==> src/derq_pkg.sv <==
// Shared types and constants for the double-ended ring queue unit.
`default_nettype none

package derq_pkg;

    localparam int DEPTH_DEF      = 16;
    localparam int DATA_WIDTH_DEF = 32;

    // Operation codes carried by an input transaction.
    typedef enum logic [2:0] {
        OP_PUSH_BACK  = 3'd0,
        OP_PUSH_FRONT = 3'd1,
        OP_POP_FRONT  = 3'd2,
        OP_POP_BACK   = 3'd3,
        OP_DRAIN      = 3'd4
    } t_op;

    typedef struct packed {
        logic [2:0]  operation;
        logic [31:0] push_data;
    } t_in_item;

    typedef struct packed {
        logic [31:0] out_data;
        logic        out_valid;
        logic        overflow;
        logic        last_of_run;
        logic [4:0]  fill_count;
        logic [31:0] back_data;
        logic        back_valid;
    } t_out_item;

    typedef enum logic [1:0] {
        S_IDLE,
        S_EXEC,
        S_BACK,
        S_OUT
    } t_state;

    // Commands from the controller to the datapath.
    typedef struct packed {
        logic load;
        logic exec;
        logic back_rd;
    } t_dp_cmd;

    // Status from the datapath to the controller.
    typedef struct packed {
        logic drain_more;
    } t_dp_stat;

endpackage

`default_nettype wire

==> src/double_ended_ring_queue_unit.sv <==
// Top level of the double-ended ring queue unit: controller and datapath.
//
// Channel  | Direction | Handshake                 | Payload
// ---------+-----------+---------------------------+-------------------------------
// input    | in        | i_in_valid / o_in_stall   | i_in_item  (operation, push_data)
// output   | out       | o_out_valid / i_out_stall | o_out_item (seven result fields)
//
// Each input transaction is accepted, then updates the indices and accesses
// the slot memory, then reads the back element through the second memory
// port, and then presents its result, which waits while the output is stalled.
// A drain repeats the access, back read and present sequence for each
// emitted word.
// Reset is synchronous and active low; it empties the queue without touching
// the slot memory. A stalled result holds its payload until it is taken.
`default_nettype none

module double_ended_ring_queue_unit #(
    parameter int DEPTH      = derq_pkg::DEPTH_DEF,
    parameter int DATA_WIDTH = derq_pkg::DATA_WIDTH_DEF
) (
    input  wire logic              i_clk,
    input  wire logic              i_rst_n,
    input  wire logic              i_in_valid,
    output logic                   o_in_stall,
    input  wire derq_pkg::t_in_item i_in_item,
    output logic                   o_out_valid,
    input  wire logic              i_out_stall,
    output derq_pkg::t_out_item    o_out_item
);
    import derq_pkg::*;

    // Commands flow from the controller to the datapath; the datapath only
    // reports whether a drain still has words to emit.
    t_dp_cmd  cmd;
    t_dp_stat stat;

    derq_ctrl u_ctrl (
        .i_clk       (i_clk),
        .i_rst_n     (i_rst_n),
        .i_in_valid  (i_in_valid),
        .o_in_stall  (o_in_stall),
        .o_out_valid (o_out_valid),
        .i_out_stall (i_out_stall),
        .o_cmd       (cmd),
        .i_stat      (stat)
    );

    // The datapath holds the slot memory, the head and tail indices, the
    // fill count, and the registers that form each result transaction.
    derq_dpath #(
        .DEPTH      (DEPTH),
        .DATA_WIDTH (DATA_WIDTH)
    ) u_dpath (
        .i_clk      (i_clk),
        .i_rst_n    (i_rst_n),
        .i_in_item  (i_in_item),
        .i_cmd      (cmd),
        .o_stat     (stat),
        .o_out_item (o_out_item)
    );

endmodule

`default_nettype wire

==> src/derq_ctrl.sv <==
// Controller state machine of the double-ended ring queue unit.
`default_nettype none

module derq_ctrl (
    input  wire logic              i_clk,
    input  wire logic              i_rst_n,
    input  wire logic              i_in_valid,
    output logic                   o_in_stall,
    output logic                   o_out_valid,
    input  wire logic              i_out_stall,
    output derq_pkg::t_dp_cmd      o_cmd,
    input  wire derq_pkg::t_dp_stat i_stat
);
    import derq_pkg::*;

    t_state r_state;
    t_state n_state;

    always_ff @(posedge i_clk) begin
        if (!i_rst_n) begin
            r_state <= S_IDLE;
        end else begin
            r_state <= n_state;
        end
    end

    always_comb begin
        n_state = r_state;
        unique case (r_state)
            S_IDLE: begin
                if (i_in_valid) begin
                    n_state = S_EXEC;
                end
            end
            S_EXEC: begin
                n_state = S_BACK;
            end
            S_BACK: begin
                n_state = S_OUT;
            end
            S_OUT: begin
                if (!i_out_stall) begin
                    n_state = i_stat.drain_more ? S_EXEC : S_IDLE;
                end
            end
            default: begin
                n_state = S_IDLE;
            end
        endcase
    end

    always_comb begin
        o_in_stall    = (r_state != S_IDLE);
        o_out_valid   = (r_state == S_OUT);
        o_cmd.load    = (r_state == S_IDLE) && i_in_valid;
        o_cmd.exec    = (r_state == S_EXEC);
        o_cmd.back_rd = (r_state == S_BACK);
    end

endmodule

`default_nettype wire

==> src/derq_dpath.sv <==
// Datapath of the double-ended ring queue unit: slot memory, indices and result assembly.
`default_nettype none

module derq_dpath #(
    parameter int DEPTH      = derq_pkg::DEPTH_DEF,
    parameter int DATA_WIDTH = derq_pkg::DATA_WIDTH_DEF
) (
    input  wire logic              i_clk,
    input  wire logic              i_rst_n,
    input  wire derq_pkg::t_in_item i_in_item,
    input  wire derq_pkg::t_dp_cmd i_cmd,
    output derq_pkg::t_dp_stat     o_stat,
    output derq_pkg::t_out_item    o_out_item
);
    import derq_pkg::*;

    localparam int IW = (DEPTH > 1) ? $clog2(DEPTH) : 1;
    localparam int CW = $clog2(DEPTH + 1);
    localparam logic [IW-1:0] LAST_IDX = IW'(DEPTH - 1);
    localparam logic [CW-1:0] FULL_CNT = CW'(DEPTH);
    localparam logic [CW-1:0] ONE_CNT  = CW'(1);

    logic [DATA_WIDTH-1:0] r_mem [DEPTH];

    t_op                   r_op;
    logic [DATA_WIDTH-1:0] r_word;
    logic [IW-1:0]         r_head;
    logic [IW-1:0]         r_tail;
    logic [CW-1:0]         r_count;
    logic                  r_valid;
    logic                  r_ovf;
    logic                  r_last;
    logic [DATA_WIDTH-1:0] r_rd_a;
    logic [DATA_WIDTH-1:0] r_rd_b;

    logic [IW-1:0]         n_head;
    logic [IW-1:0]         n_tail;
    logic [CW-1:0]         n_count;
    logic                  n_valid;
    logic                  n_ovf;
    logic                  n_last;

    logic [IW-1:0]         head_next;
    logic [IW-1:0]         head_prev;
    logic [IW-1:0]         tail_next;
    logic [IW-1:0]         tail_prev;
    logic                  is_empty;
    logic                  is_full;
    logic                  wr_en;
    logic [IW-1:0]         wr_addr;
    logic                  rd_en;
    logic [IW-1:0]         rd_addr;
    logic [63:0]           word_wide;
    logic [63:0]           rd_a_wide;
    logic [63:0]           rd_b_wide;

    assign head_next = (r_head == LAST_IDX) ? '0 : r_head + 1'b1;
    assign head_prev = (r_head == '0) ? LAST_IDX : r_head - 1'b1;
    assign tail_next = (r_tail == LAST_IDX) ? '0 : r_tail + 1'b1;
    assign tail_prev = (r_tail == '0) ? LAST_IDX : r_tail - 1'b1;
    assign is_empty  = (r_count == '0);
    assign is_full   = (r_count >= FULL_CNT);
    assign word_wide = {32'd0, i_in_item.push_data};

    // One operation step: at most one slot write or one slot read.
    always_comb begin
        n_head  = r_head;
        n_tail  = r_tail;
        n_count = r_count;
        n_valid = 1'b0;
        n_ovf   = 1'b0;
        n_last  = 1'b1;
        wr_en   = 1'b0;
        wr_addr = r_tail;
        rd_en   = 1'b0;
        rd_addr = r_head;
        unique case (r_op)
            OP_PUSH_BACK, OP_PUSH_FRONT: begin
                if (is_full) begin
                    n_ovf = 1'b1;
                end else begin
                    wr_en   = 1'b1;
                    n_count = r_count + 1'b1;
                    if (r_op == OP_PUSH_BACK) begin
                        wr_addr = r_tail;
                        n_tail  = tail_next;
                    end else begin
                        wr_addr = head_prev;
                        n_head  = head_prev;
                    end
                end
            end
            OP_POP_FRONT, OP_DRAIN: begin
                if (!is_empty) begin
                    rd_en   = 1'b1;
                    rd_addr = r_head;
                    n_valid = 1'b1;
                    n_count = r_count - 1'b1;
                    n_head  = head_next;
                    n_last  = (r_op == OP_POP_FRONT) || (r_count == ONE_CNT);
                end
            end
            OP_POP_BACK: begin
                if (!is_empty) begin
                    rd_en   = 1'b1;
                    rd_addr = tail_prev;
                    n_valid = 1'b1;
                    n_count = r_count - 1'b1;
                    n_tail  = tail_prev;
                end
            end
            default: begin
                n_last = 1'b1;
            end
        endcase
        // An emptied queue restarts at slot zero.
        if (n_count == '0) begin
            n_head = '0;
            n_tail = '0;
        end
    end

    always_ff @(posedge i_clk) begin
        if (!i_rst_n) begin
            r_head  <= '0;
            r_tail  <= '0;
            r_count <= '0;
            r_op    <= OP_PUSH_BACK;
            r_valid <= 1'b0;
            r_ovf   <= 1'b0;
            r_last  <= 1'b0;
        end else begin
            if (i_cmd.load) begin
                r_op <= t_op'(i_in_item.operation);
            end
            if (i_cmd.exec) begin
                r_head  <= n_head;
                r_tail  <= n_tail;
                r_count <= n_count;
                r_valid <= n_valid;
                r_ovf   <= n_ovf;
                r_last  <= n_last;
            end
        end
    end

    always_ff @(posedge i_clk) begin
        if (i_cmd.load) begin
            r_word <= word_wide[DATA_WIDTH-1:0];
        end
    end

    // Slot memory: one write port, two registered read ports.
    always_ff @(posedge i_clk) begin
        if (i_cmd.exec && wr_en) begin
            r_mem[wr_addr] <= r_word;
        end
        if (i_cmd.exec && rd_en) begin
            r_rd_a <= r_mem[rd_addr];
        end
        if (i_cmd.back_rd) begin
            r_rd_b <= r_mem[tail_prev];
        end
    end

    assign rd_a_wide = 64'(r_rd_a);
    assign rd_b_wide = 64'(r_rd_b);

    always_comb begin
        o_stat.drain_more      = (r_op == OP_DRAIN) && !is_empty;
        o_out_item.out_data    = r_valid ? rd_a_wide[31:0] : 32'd0;
        o_out_item.out_valid   = r_valid;
        o_out_item.overflow    = r_ovf;
        o_out_item.last_of_run = r_last;
        o_out_item.fill_count  = 5'(r_count);
        o_out_item.back_data   = is_empty ? 32'd0 : rd_b_wide[31:0];
        o_out_item.back_valid  = !is_empty;
    end

endmodule

`default_nettype wire

==> config.mk <==
export PLATFORM = sky130hd
export DESIGN_NAME = double_ended_ring_queue_unit
export DESIGN_NICKNAME = d
export VERILOG_FILES = /design/src/derq_pkg.sv /design/src/double_ended_ring_queue_unit.sv /design/src/derq_ctrl.sv /design/src/derq_dpath.sv
export SDC_FILE = /design/constraint.sdc
export NUM_CORES = 1
export LEC_CHECK = 0
export ABC_AREA = 1
export BUFFER_PORTS_ARGS = -buffer_cell sky130_fd_sc_hd__clkbuf_2
export CORE_UTILIZATION = 56
export DETAILED_ROUTE_END_ITERATION = 8
export PLACE_DENSITY_LB_ADDON = 0.25
export SYNTH_ARGS = -nofsm -noshare
export SYNTH_HDL_FRONTEND = slang
export SYNTH_SLANG_ARGS = --single-unit
==> constraint.sdc <==
create_clock -name i_clk -period 4.4 [get_ports i_clk]
set_input_delay 0.88 -clock i_clk [delete_from_list [all_inputs] [get_ports i_clk]]
set_output_delay 0.88 -clock i_clk [all_outputs]
set_load 0.05 [all_outputs]
Yosys cells after proc, flatten, opt, wreduce, memory -nomap -nowiden
Memory sizes are Yosys's and may differ from the RTL's. A register that Yosys moved wholly into a read port is not among the register bits.
Index checks and enable logic that the tools add are counted.
W data, S select, Z words.

operators by class
  bitwise operators = 0
  multiplexer cells = 38
  reduce and logical (&&, ||, !) cells = 21
  shift operators = 0
  multiply operators = 0
  add/subtract/negate cells = 6
  $lt $le $gt $ge = 1
  div/mod/pow operators = 0
  equal/unequal tests = 17

operators with widths
  cell                   count
  $mux W4                17
  $mux W32               2
  $pmux W4 S2            2
  $ne A3 B3 Y1 const B   4
  $mux W1                11
  $logic_not A5 Y1       2
  $mux W5                2
  $pmux W5 S2            1
  $reduce_and A5 Y1      2
  $add A4 B1 Y4 const B  2
  $eq A4 B4 Y1 const B   2
  $logic_not A4 Y1       2
  $pmux W2 S4            1
  $sub A4 B1 Y4 const B  2
  $eq A3 B2 Y1 const B   2
  $reduce_bool A3 Y1     2
  $add A5 B1 Y5 const B  1
  $eq A5 B1 Y1 const B   1
  $ge A5 B5 Y1 const B   1
  $sub A5 B1 Y5 const B  1
  $eq A2 B2 Y1 const B   2
  $logic_and A1 B1 Y1    4
  $mux W2                2
  $ne A2 B2 Y1 const B   2
  12 further kinds       13

storage, ports and cells
  latch bits = 0
  input bits = 39
  bits in registers = 53
  memories kept = 1
  ROM bits = 0
  output and inout port bits = 75
  memory bits (writable) = 512
  word-level logic and storage cells = 93

memory list
  name           depth  width  read ports  clocked after Yosys merged registers in  write ports  line              text
  u_dpath.r_mem  16     32     2           2                                        1            derq_dpath.sv:23  logic [DATA_WIDTH-1:0] r_mem [DEPTH];

Logic depth before layout (Yosys ltp)
Gate-level depths: netlist of the first run.

  word-level depth = 6
  depth in mapped cells = 15
  depth with buffers taken out = 15

Hierarchy
Synthesis of the first run repeated with hierarchy kept, for this count alone.

unflattened totals
  cells, all modules = 2990
  area total of the unflattened synthesis = 30256.5 um^2

by module, submodules not included
  module      seq. area each (um^2)  times used  area an instance (um^2)  cells an instance
  derq_dpath  18637.9                1           30055.1                  2962
  derq_ctrl   40.0                   1           201.4                    28

Worst setup path after synthesis of the first run
Ideal clock, no wire load.

  path type = register to register
  from = register u_dpath.r_count[4]
  to = memory u_dpath.r_mem[0][0] (netlist name), enable pin
  clock period less this slack = 3.327 ns
  data required time = 3.979 ns
  cell stages (with the launch flop) = 8
  data arrival time = 2.906 ns
  slack = 1.073 ns
  path through = dfxtp_1 -> inv_2 -> nand2_1 -> nor2_1 -> inv_1 -> o21ai_0 -> nand3_1 -> nor2_1

on the way
  cells in the longest elaborated chain, start to end = 6
  elaborated cells on any way between the ends = 8
  those cells by class = 1 x order compare; 6 x mux; 1 x reduce/logical

RTL lines
  element                        line               text
  start: declaration             derq_dpath.sv:29   logic [CW-1:0] r_count;
  start signal: assignment       derq_dpath.sv:139  r_count <= n_count;
  $ge A5 B5 Y1 *                 derq_dpath.sv:62   assign is_full = (r_count >= FULL_CNT);
  $mux W1                        derq_dpath.sv:79   if (is_full) begin
  $mux W1                        derq_dpath.sv:77   unique case (r_op)
  $logic_and A1 B1 Y1            derq_dpath.sv:155  if (i_cmd.exec && wr_en) begin
  $mux W1                        derq_dpath.sv:155
  $mux W1 (not written as such)  derq_dpath.sv:156  r_mem[wr_addr] <= r_word;
  end: declaration               derq_dpath.sv:23

Every way passes the cells marked *; elsewhere a longest branch is shown, timed or not.

==> results of run 1 <==
## cells by family after synthesis
group,after synthesis,synth area share
simple gates,953,0.133
buf+inv,562,0.0755
fa+ha+maj,14,0.00579
mux,2,0.000662
flops,629,0.617
xor+xnor,5,0.00170
compound gates,862,0.166
## worst register-to-register path, cell delays in order, from the launching register on
cell	delay, ns
sky130_fd_sc_hd__dfxtp_1	0.42
sky130_fd_sc_hd__inv_1	0.13
sky130_fd_sc_hd__ha_2	0.25
sky130_fd_sc_hd__nand3_1	0.20
sky130_fd_sc_hd__nand2_8	0.35
sky130_fd_sc_hd__buf_12	0.71
sky130_fd_sc_hd__a21oi_1	0.48
sky130_fd_sc_hd__o21ai_0	0.16
sky130_fd_sc_hd__o21ai_0	0.18
sky130_fd_sc_hd__o221ai_1	0.22
sky130_fd_sc_hd__nand2_1	0.12
## cell usage in the layout (no fill, tap or decap), types with 7 or more instances in the layout
cell / netlist / routed
sky130_fd_sc_hd__o211ai_1: 243 / 243
sky130_fd_sc_hd__a21oi_1: 228 / 228
sky130_fd_sc_hd__nor2_4: 2 / 18
sky130_fd_sc_hd__bufinv_16: 0 / 7
sky130_fd_sc_hd__clkinv_1: 1 / 16
sky130_fd_sc_hd__buf_4: 16 / 32
sky130_fd_sc_hd__edfxtp_1: 608 / 608
sky130_fd_sc_hd__o221ai_1: 9 / 9
sky130_fd_sc_hd__nand3_1: 320 / 320
sky130_fd_sc_hd__clkbuf_16: 0 / 71
sky130_fd_sc_hd__inv_2: 8 / 9
sky130_fd_sc_hd__o21ai_0: 345 / 345
sky130_fd_sc_hd__buf_12: 0 / 17
sky130_fd_sc_hd__o22ai_1: 12 / 12
sky130_fd_sc_hd__inv_1: 335 / 332
sky130_fd_sc_hd__nand2_1: 444 / 444
sky130_fd_sc_hd__clkbuf_2: 0 / 113
sky130_fd_sc_hd__clkbuf_1: 94 / 14
sky130_fd_sc_hd__nor2_1: 174 / 158
sky130_fd_sc_hd__clkinv_2: 1 / 9
sky130_fd_sc_hd__o21ai_1: 17 / 15
sky130_fd_sc_hd__ha_1: 14 / 12
sky130_fd_sc_hd__dfxtp_1: 21 / 20
## where the power goes
group / switching [mW] / internal (mW)
clock: 2.37 / 3.37
combinational: 9.07 / 3.35
sequential: 0.578 / 7.81
## per-stage QoR
stage	cell area (sq um)	util	power (mW)	hold slack, ns
2_1_floorplan	30300	-	16.8	0.480
3_3_place_gp	31500	0.594	20.4	0.508
3_5_place_dp	31500	0.594	20.6	0.530
4_1_cts	33700	0.636	26.4	0.413
5_1_grt	33700	0.636	27.8	0.419
6_report	33700	0.636	26.6	0.436
## metal layers
| layer | GRT usage | wire length [um] | up-vias | part of all wire |
|---|---|---|---|---|
| met1 | 0.427 | 33200 | 11412 | 0.38 |
| met3 | 0.0547 | 9940 | 307 | 0.11 |
| met4 | 0.174 | 4460 | 0 | 0.051 |
| met5 | 0 | 0 | - | 0 |
| met2 | 0.503 | 40500 | 1674 | 0.46 |
| li1 | - | - | 10780 | - |
## registers in the layout, indices dropped and copies added, names as in the netlist
| register | flops |
|---|---|
| u_dpath.r_mem | 512 |
| u_dpath.r_rd_a | 32 |
| u_dpath.r_rd_b | 32 |
| u_dpath.r_word | 32 |
| u_dpath.r_count | 5 |
| u_dpath.r_head | 4 |
| u_dpath.r_tail | 4 |
| u_dpath.r_op | 3 |
| u_ctrl.r_state | 2 |
| u_dpath.r_last | 1 |
| u_dpath.r_ovf | 1 |
| u_dpath.r_valid | 1 |
## area by class of cell
type / count / area [sq um]
clock buffers: 85 / 1830
well taps: 688 / 861
multi-input cells: 1836 / 9490
clock inverters: 39 / 398
inverters: 345 / 1300
flip-flops and latches: 629 / 18700
fillers: 4164 / 19300
repair buffers: 162 / 1150
## how the worst min path moves through the flow
stage	slack [ns]	end	depth (start not counted)
finish	0.44	u_dpath.r_word[30]	1
global route	0.42	u_dpath.r_word[30]	1
CTS	0.41	u_dpath.r_word[30]	1
detailed placement	0.53	u_ctrl.r_state[0]	2
global placement	0.51	u_ctrl.r_state[0]	2
floorplan	0.48	u_dpath.r_ovf	2
==> impl_metrics.sql, run 1 <==
INSERT INTO impl_metrics (metric_group, metric, value, unit) VALUES
('status', 'outcome', 'complete, no violations', ''),
('sta', 'finalSetupViolations', '0', ''),
('job', 'maxCapViolations', '0', ''),
('global_route', 'grt.total_usage', '0.320', ''),
('logic_synthesis', 'post-synth-top-count-cell', 'sky130_fd_sc_hd__edfxtp_1', ''),
('detailed_routing', 'routedWlPerCell', '23.3', 'um'),
('pwr', 'max-vdd-ir-drop', '0.00103', 'V'),
('sta', 'maxSlewHeadroom', '0.163', ''),
('placed_design', 'globalplace.congestion', '0.851', ''),
('cts', 'clock_tree.root_cell', 'sky130_fd_sc_hd__clkbuf_16', ''),
('setup_path', 'crit_required', '3.52', 'ns'),
('global_route', 'grt_antenna_before_repair', '0', ''),
('sta', 'fmax', '0.272', 'GHz'),
('floorplanning', 'chipHeight', '234', 'um'),
('worst_hold_path', 'hp-start', 'i_in_item[30]', ''),
('floorplanning', 'boundaryPins', '114', ''),
('logic_synthesis', 'avgSynthCellArea', '9.99', 'sq um'),
('logic_synthesis', 'mappedNetlistNets', '3080', ''),
('final_layout', 'fin_nets', '3095', ''),
('placed_design', 'post-place-cells', '3660', ''),
('floorplanning', 'num_rows', '84', ''),
('setup_path', 'r2r-start', 'u_dpath.r_tail[0]', ''),
('final_layout', 'area_growth_syn_to_layout', '11.4', '%'),
('setup_path', 'r2r_end', 'u_dpath.r_rd_b[9]', ''),
('cts', 'tritoncts', 'yes', ''),
('setup_path', 'criticalPathCategory', 'reg2out', ''),
('cts', 'cts_max_path_buffers', '3', ''),
('global_route', 'first_pass_grt_wire_length', '131000', 'um'),
('setup_path', 'worst_setup_path_endpoint', 'o_out_item[7]', ''),
('setup_path', 'cp.depth', '7', ''),
('setup_path', 'ff2ff_path_depth', '10', ''),
('setup_path', 'crit_path_max_fanout', '25', ''),
('setup_path', 'max_stage_delay', '0.49', 'ns'),
('sta', 'finalSetupTns', '0', 'ns'),
('setup_path', 'setup.reg_to_reg.worst_slack', '0.91', 'ns'),
('setup_path', 'setup.worst_path.start', 'u_dpath.r_count[1]', ''),
('final_layout', 'fin_cells', '3784', ''),
('logic_synthesis', 'share_of_flip_flops_with_an_asynchronous_set_or_reset_after_synthesis', '0', ''),
('sta', 'final.period_utilization', '0.837', ''),
('logic_synthesis', 'synth_commonest_cells', 'sky130_fd_sc_hd__edfxtp_1 (608), sky130_fd_sc_hd__nand2_1 (444), sky130_fd_sc_hd__o21ai_0 (345)', ''),
('global_route', 'grt_overflow', '0', ''),
('floorplanning', 'die_x', '234', 'um'),
('final_layout', 'proportion_of_layout_cells_with_a_drive_suffix_above_1', '0.0979', ''),
('detailed_routing', 'routed_wl', '88000', 'um'),
('setup_path', 'cp_slowest_cell', 'sky130_fd_sc_hd__buf_4', ''),
('logic_synthesis', 'synth_enable_flop_cells', '608', ''),
('placed_design', 'place.detailed.hpwl', '46400', 'um'),
('logic_synthesis', 'dominantRegCellSynth', 'sky130_fd_sc_hd__edfxtp_1', ''),
('pwr', 'power.static_leakage', '12.6', 'nW'),
('cts', 'cts_clock_pin_slew_for_the_worst_setup_and_hold_paths', '0.06', 'ns'),
('pwr', 'power.density_cell_area', '788', 'mW/mm^2'),
('cts', 'cts.sinks', '629', ''),
('global_route', 'first_global_vias', '22829', ''),
('logic_synthesis', 'netlist_area', '0.0303', 'sq mm'),
('setup_path', 'critical_path.top_delay_family', 'buffers and inverters', ''),
('logic_synthesis', 'synth_largest_area_cell', 'sky130_fd_sc_hd__edfxtp_1', ''),
('final_layout', 'antennaDiodeCount', '0', ''),
('sta', 'final-hold-violation-count', '0', ''),
('logic_synthesis', 'synthesis.instances', '3027', ''),
('cts', 'post_cts.repair.setup_buffers', '0', ''),
('logic_synthesis', 'yosysWarnings', '0', ''),
('cts', 'cts_made_buffers', '68', ''),
('setup_path', 'crit_buf_inv', '3', ''),
('detailed_routing', 'detail_route.first_pass.iterations', '7', ''),
('worst_hold_path', 'holdCritPathClass', 'in2reg', ''),
('cts', 'hold_bufs_inserted_after_cts', '0', ''),
('logic_synthesis', 'netlist.area_leader.share', '0.603', ''),
('sta', 'crit_path_time_final', '3.68', 'ns'),
('placed_design', 'preCtsSetupSlack', '1.08', 'ns'),
('detailed_routing', 'detail_route.iter0.violations', '3385', ''),
('sta', 'fin_worst_skew', '0.0228', 'ns');
Power figures use the tool's default switching activity.
==> run 2, diff against run 1 <==
- clock period: 4.4 -> 3.8 ns (I/O delays scaled with it)
==> impl_metrics.sql, run 2 (synthesized netlist as in run 1, its figures left out) <==
INSERT INTO impl_metrics (metric_group, metric, value, unit) VALUES
('status', 'outcome', 'complete, no violations', ''),
('setup_path', 'cp_slowest_cell', 'sky130_fd_sc_hd__nand2_8', ''),
('cts', 'tritoncts', 'yes', ''),
('setup_path', 'max_stage_delay', '0.45', 'ns'),
('floorplanning', 'die-area', '0.0550', 'sq mm'),
('cts', 'clock_tree.root_cell', 'sky130_fd_sc_hd__clkbuf_16', ''),
('final_layout', 'fin_nets', '3106', ''),
('placed_design', 'preCtsSetupSlack', '0.530', 'ns'),
('sta', 'finalSetupTns', '0', 'ns'),
('floorplanning', 'boundaryPins', '114', ''),
('placed_design', 'placement.io_buffers', '113', ''),
('floorplanning', 'core_footprint', '0.0530', 'sq mm'),
('cts', 'cts_max_path_buffers', '3', ''),
('detailed_routing', 'met3RoutedLength', '8980', 'um'),
('sta', 'rsz0062_at_grt', 'false', ''),
('setup_path', 'setup.worst_path.end_class', 'register', ''),
('sta', 'final.period_utilization', '0.879', ''),
('setup_path', 'cp.arrival', '3.64', 'ns'),
('placed_design', 'post_dp_area', '0.0317', 'sq mm'),
('final_layout', 'antennaDiodeCount', '0', ''),
('detailed_routing', 'wl_met1', '33000', 'um'),
('floorplanning', 'die_x', '234', 'um'),
('pwr', 'switching_share', '0.452', ''),
('cts', 'post_cts.resized_instances', '0', ''),
('pwr', 'p_clk_frac', '0.210', ''),
('cts', 'cts_clock_pin_slew_for_the_worst_setup_and_hold_paths', '0.06', 'ns'),
('final_layout', 'final.fill_count', '4114', ''),
('setup_path', 'crit_buf_inv', '2', ''),
('final_layout', 'regMostFlops', 'u_dpath.r_mem', ''),
('sta', 'finalMaxSlewViolations', '0', ''),
('setup_path', 'criticalPathCategory', 'reg2reg', ''),
('pwr', 'power.static_leakage', '12.7', 'nW'),
('pwr', 'max-vdd-ir-drop', '0.00157', 'V'),
('sta', 'max_slew.worst_pin.slew', '1.13', 'ns'),
('cts', 'post_cts.repair.setup_buffers', '0', ''),
('placed_design', 'place.detailed.hpwl', '47700', 'um'),
('detailed_routing', 'vias_per_cell', '6.30', ''),
('detailed_routing', 'route.top_layer_used', 'met5', ''),
('final_layout', 'area_growth_syn_to_layout', '11.7', '%'),
('final_layout', 'proportion_of_layout_cells_with_a_drive_suffix_above_1', '0.100', ''),
('detailed_routing', 'routed_wl', '85800', 'um'),
('setup_path', 'cp-start-kind', 'register', ''),
('global_route', 'grt_max_degree', '207', ''),
('detailed_routing', 'antenna_violating_nets_post_route', '0', ''),
('final_layout', 'largest_register_ff_count', '512', ''),
('global_route', 'grt_antenna_before_repair', '1', ''),
('sta', 'finalSetupViolations', '0', ''),
('sta', 'setup_ws', '0.460', 'ns'),
('worst_hold_path', 'holdCritPathClass', 'in2reg', ''),
('detailed_routing', 'detail_route.iter0.violations', '3648', ''),
('floorplanning', 'chipHeight', '234', 'um'),
('sta', 'maxSlewHeadroom', '0.246', ''),
('pwr', 'switchingPower', '13.9', 'mW'),
('cts', 'clock_insertion_delay_worst_skew', '0.60', 'ns'),
('final_layout', 'postLayoutCellArea', '0.0338', 'sq mm'),
('setup_path', 'critical_path.top_delay_family', 'simple AND/OR/NAND/NOR gates', ''),
('global_route', 'grt.total_usage', '0.314', ''),
('floorplanning', 'num_rows', '84', ''),
('floorplanning', 'starting_utilization_of_the_core_area', '0.571', ''),
('cts', 'clock_tree.htree_level_count', '3', ''),
('setup_path', 'critPathMostFrequentCell', 'sky130_fd_sc_hd__nand3_1', ''),
('cts', 'cts_made_buffers', '68', ''),
('global_route', 'grt_overflow', '0', ''),
('detailed_routing', 'detail_route.first_pass.iterations', '7', ''),
('cts', 'cts.sinks', '629', ''),
('job', 'maxCapViolations', '0', ''),
('setup_path', 'worstPathCellList', 'inv_1 > ha_2 > nand3_1 > nand2_8 > nand3_1 > nand2_8 > buf_12 > a21oi_1 > o21ai_0 > nand3_1 > nand3_1 > nand2_1', ''),
('sta', 'fin_worst_skew', '0.0211', 'ns'),
('global_route', 'first_global_vias', '22792', ''),
('pwr', 'power.sequential.fraction', '0.314', ''),
('sta', 'crit_path_time_final', '3.34', 'ns'),
('sta', 'final-hold-violation-count', '0', ''),
('global_route', 'first_pass_grt_wire_length', '129000', 'um'),
('placed_design', 'globalplace.congestion', '0.861', ''),
('cts', 'hold_bufs_inserted_after_cts', '0', ''),
('pwr', 'fin_total_pwr', '30.8', 'mW'),
('setup_path', 'crit_path_max_fanout', '79', ''),
('final_layout', 'layout.cells.most_common', 'sky130_fd_sc_hd__edfxtp_1', ''),
('pwr', 'power.density_cell_area', '911', 'mW/mm^2'),
('detailed_routing', 'num_vias', '23871', ''),
('pwr', 'p_int', '16.9', 'mW'),
('detailed_routing', 'residual_drc', '0', ''),
('setup_path', 'crit_required', '4.10', 'ns'),
('pwr', 'combPwrFrac', '0.476', ''),
('sta', 'fmax', '0.299', 'GHz'),
('detailed_routing', 'wl_met2', '40100', 'um'),
('detailed_routing', 'routedWlPerCell', '22.7', 'um'),
('final_layout', 'mostFrequentLayoutCells', 'sky130_fd_sc_hd__edfxtp_1 (608), sky130_fd_sc_hd__nand2_1 (444), sky130_fd_sc_hd__o21ai_0 (345)', '');
[run 2: final cells by class]
type                            count  area, sq um  area share
Multi-Input combinational cell   1836         9490       0.281
Tap cell                          688          861      0.0255
Timing Repair Buffer              173         1330      0.0393
Clock inverter                     36          352      0.0104
Sequential cell                   629        18700       0.553
Inverter                          345         1300      0.0385
Clock buffer                       82         1800      0.0532
[run 2: through the flow]
stage | std cells | utilization | hold WS (ns)
2_1_floorplan | 3027 | - | 0.480
3_3_place_gp | 3671 | 0.598 | 0.518
3_5_place_dp | 3671 | 0.598 | 0.533
4_1_cts | 3789 | 0.638 | 0.315
5_1_grt | 3789 | 0.638 | 0.330
6_report | 3789 | 0.638 | 0.337
[run 2: layer usage]
| layer | GRT usage | vias up |
|---|---|---|
| li1 | - | 10784 |
| met1 | 0.417 | 11335 |
| met2 | 0.499 | 1476 |
| met3 | 0.0539 | 274 |
| met4 | 0.162 | 2 |
| met5 | 0 | - |
[run 2: worst paths after layout]
path / from / to / slack [ns] / cells past startpoint
hold reg to reg: u_dpath.r_op[2] / u_dpath.r_last / 0.54 / 1
setup reg to reg: u_dpath.r_tail[0] / u_dpath.r_rd_a[17] / 0.46 / 12
hold / removal: i_in_item[29] / u_dpath.r_word[29] / 0.34 / 1
setup / recovery: u_dpath.r_tail[0] / u_dpath.r_rd_a[17] / 0.46 / 12
[run 2: power groups by stage]
stage / clock network, mW / logic [mW] / registers, mW
final: 6.46 / 14.7 / 9.69
after global routing: 6.81 / 15.7 / 9.77
after CTS: 6.54 / 14.3 / 9.67
after detailed placement: 0 / 14.3 / 9.81
after global placement: 0 / 14.0 / 9.78
after floorplan: 0 / 9.85 / 9.61
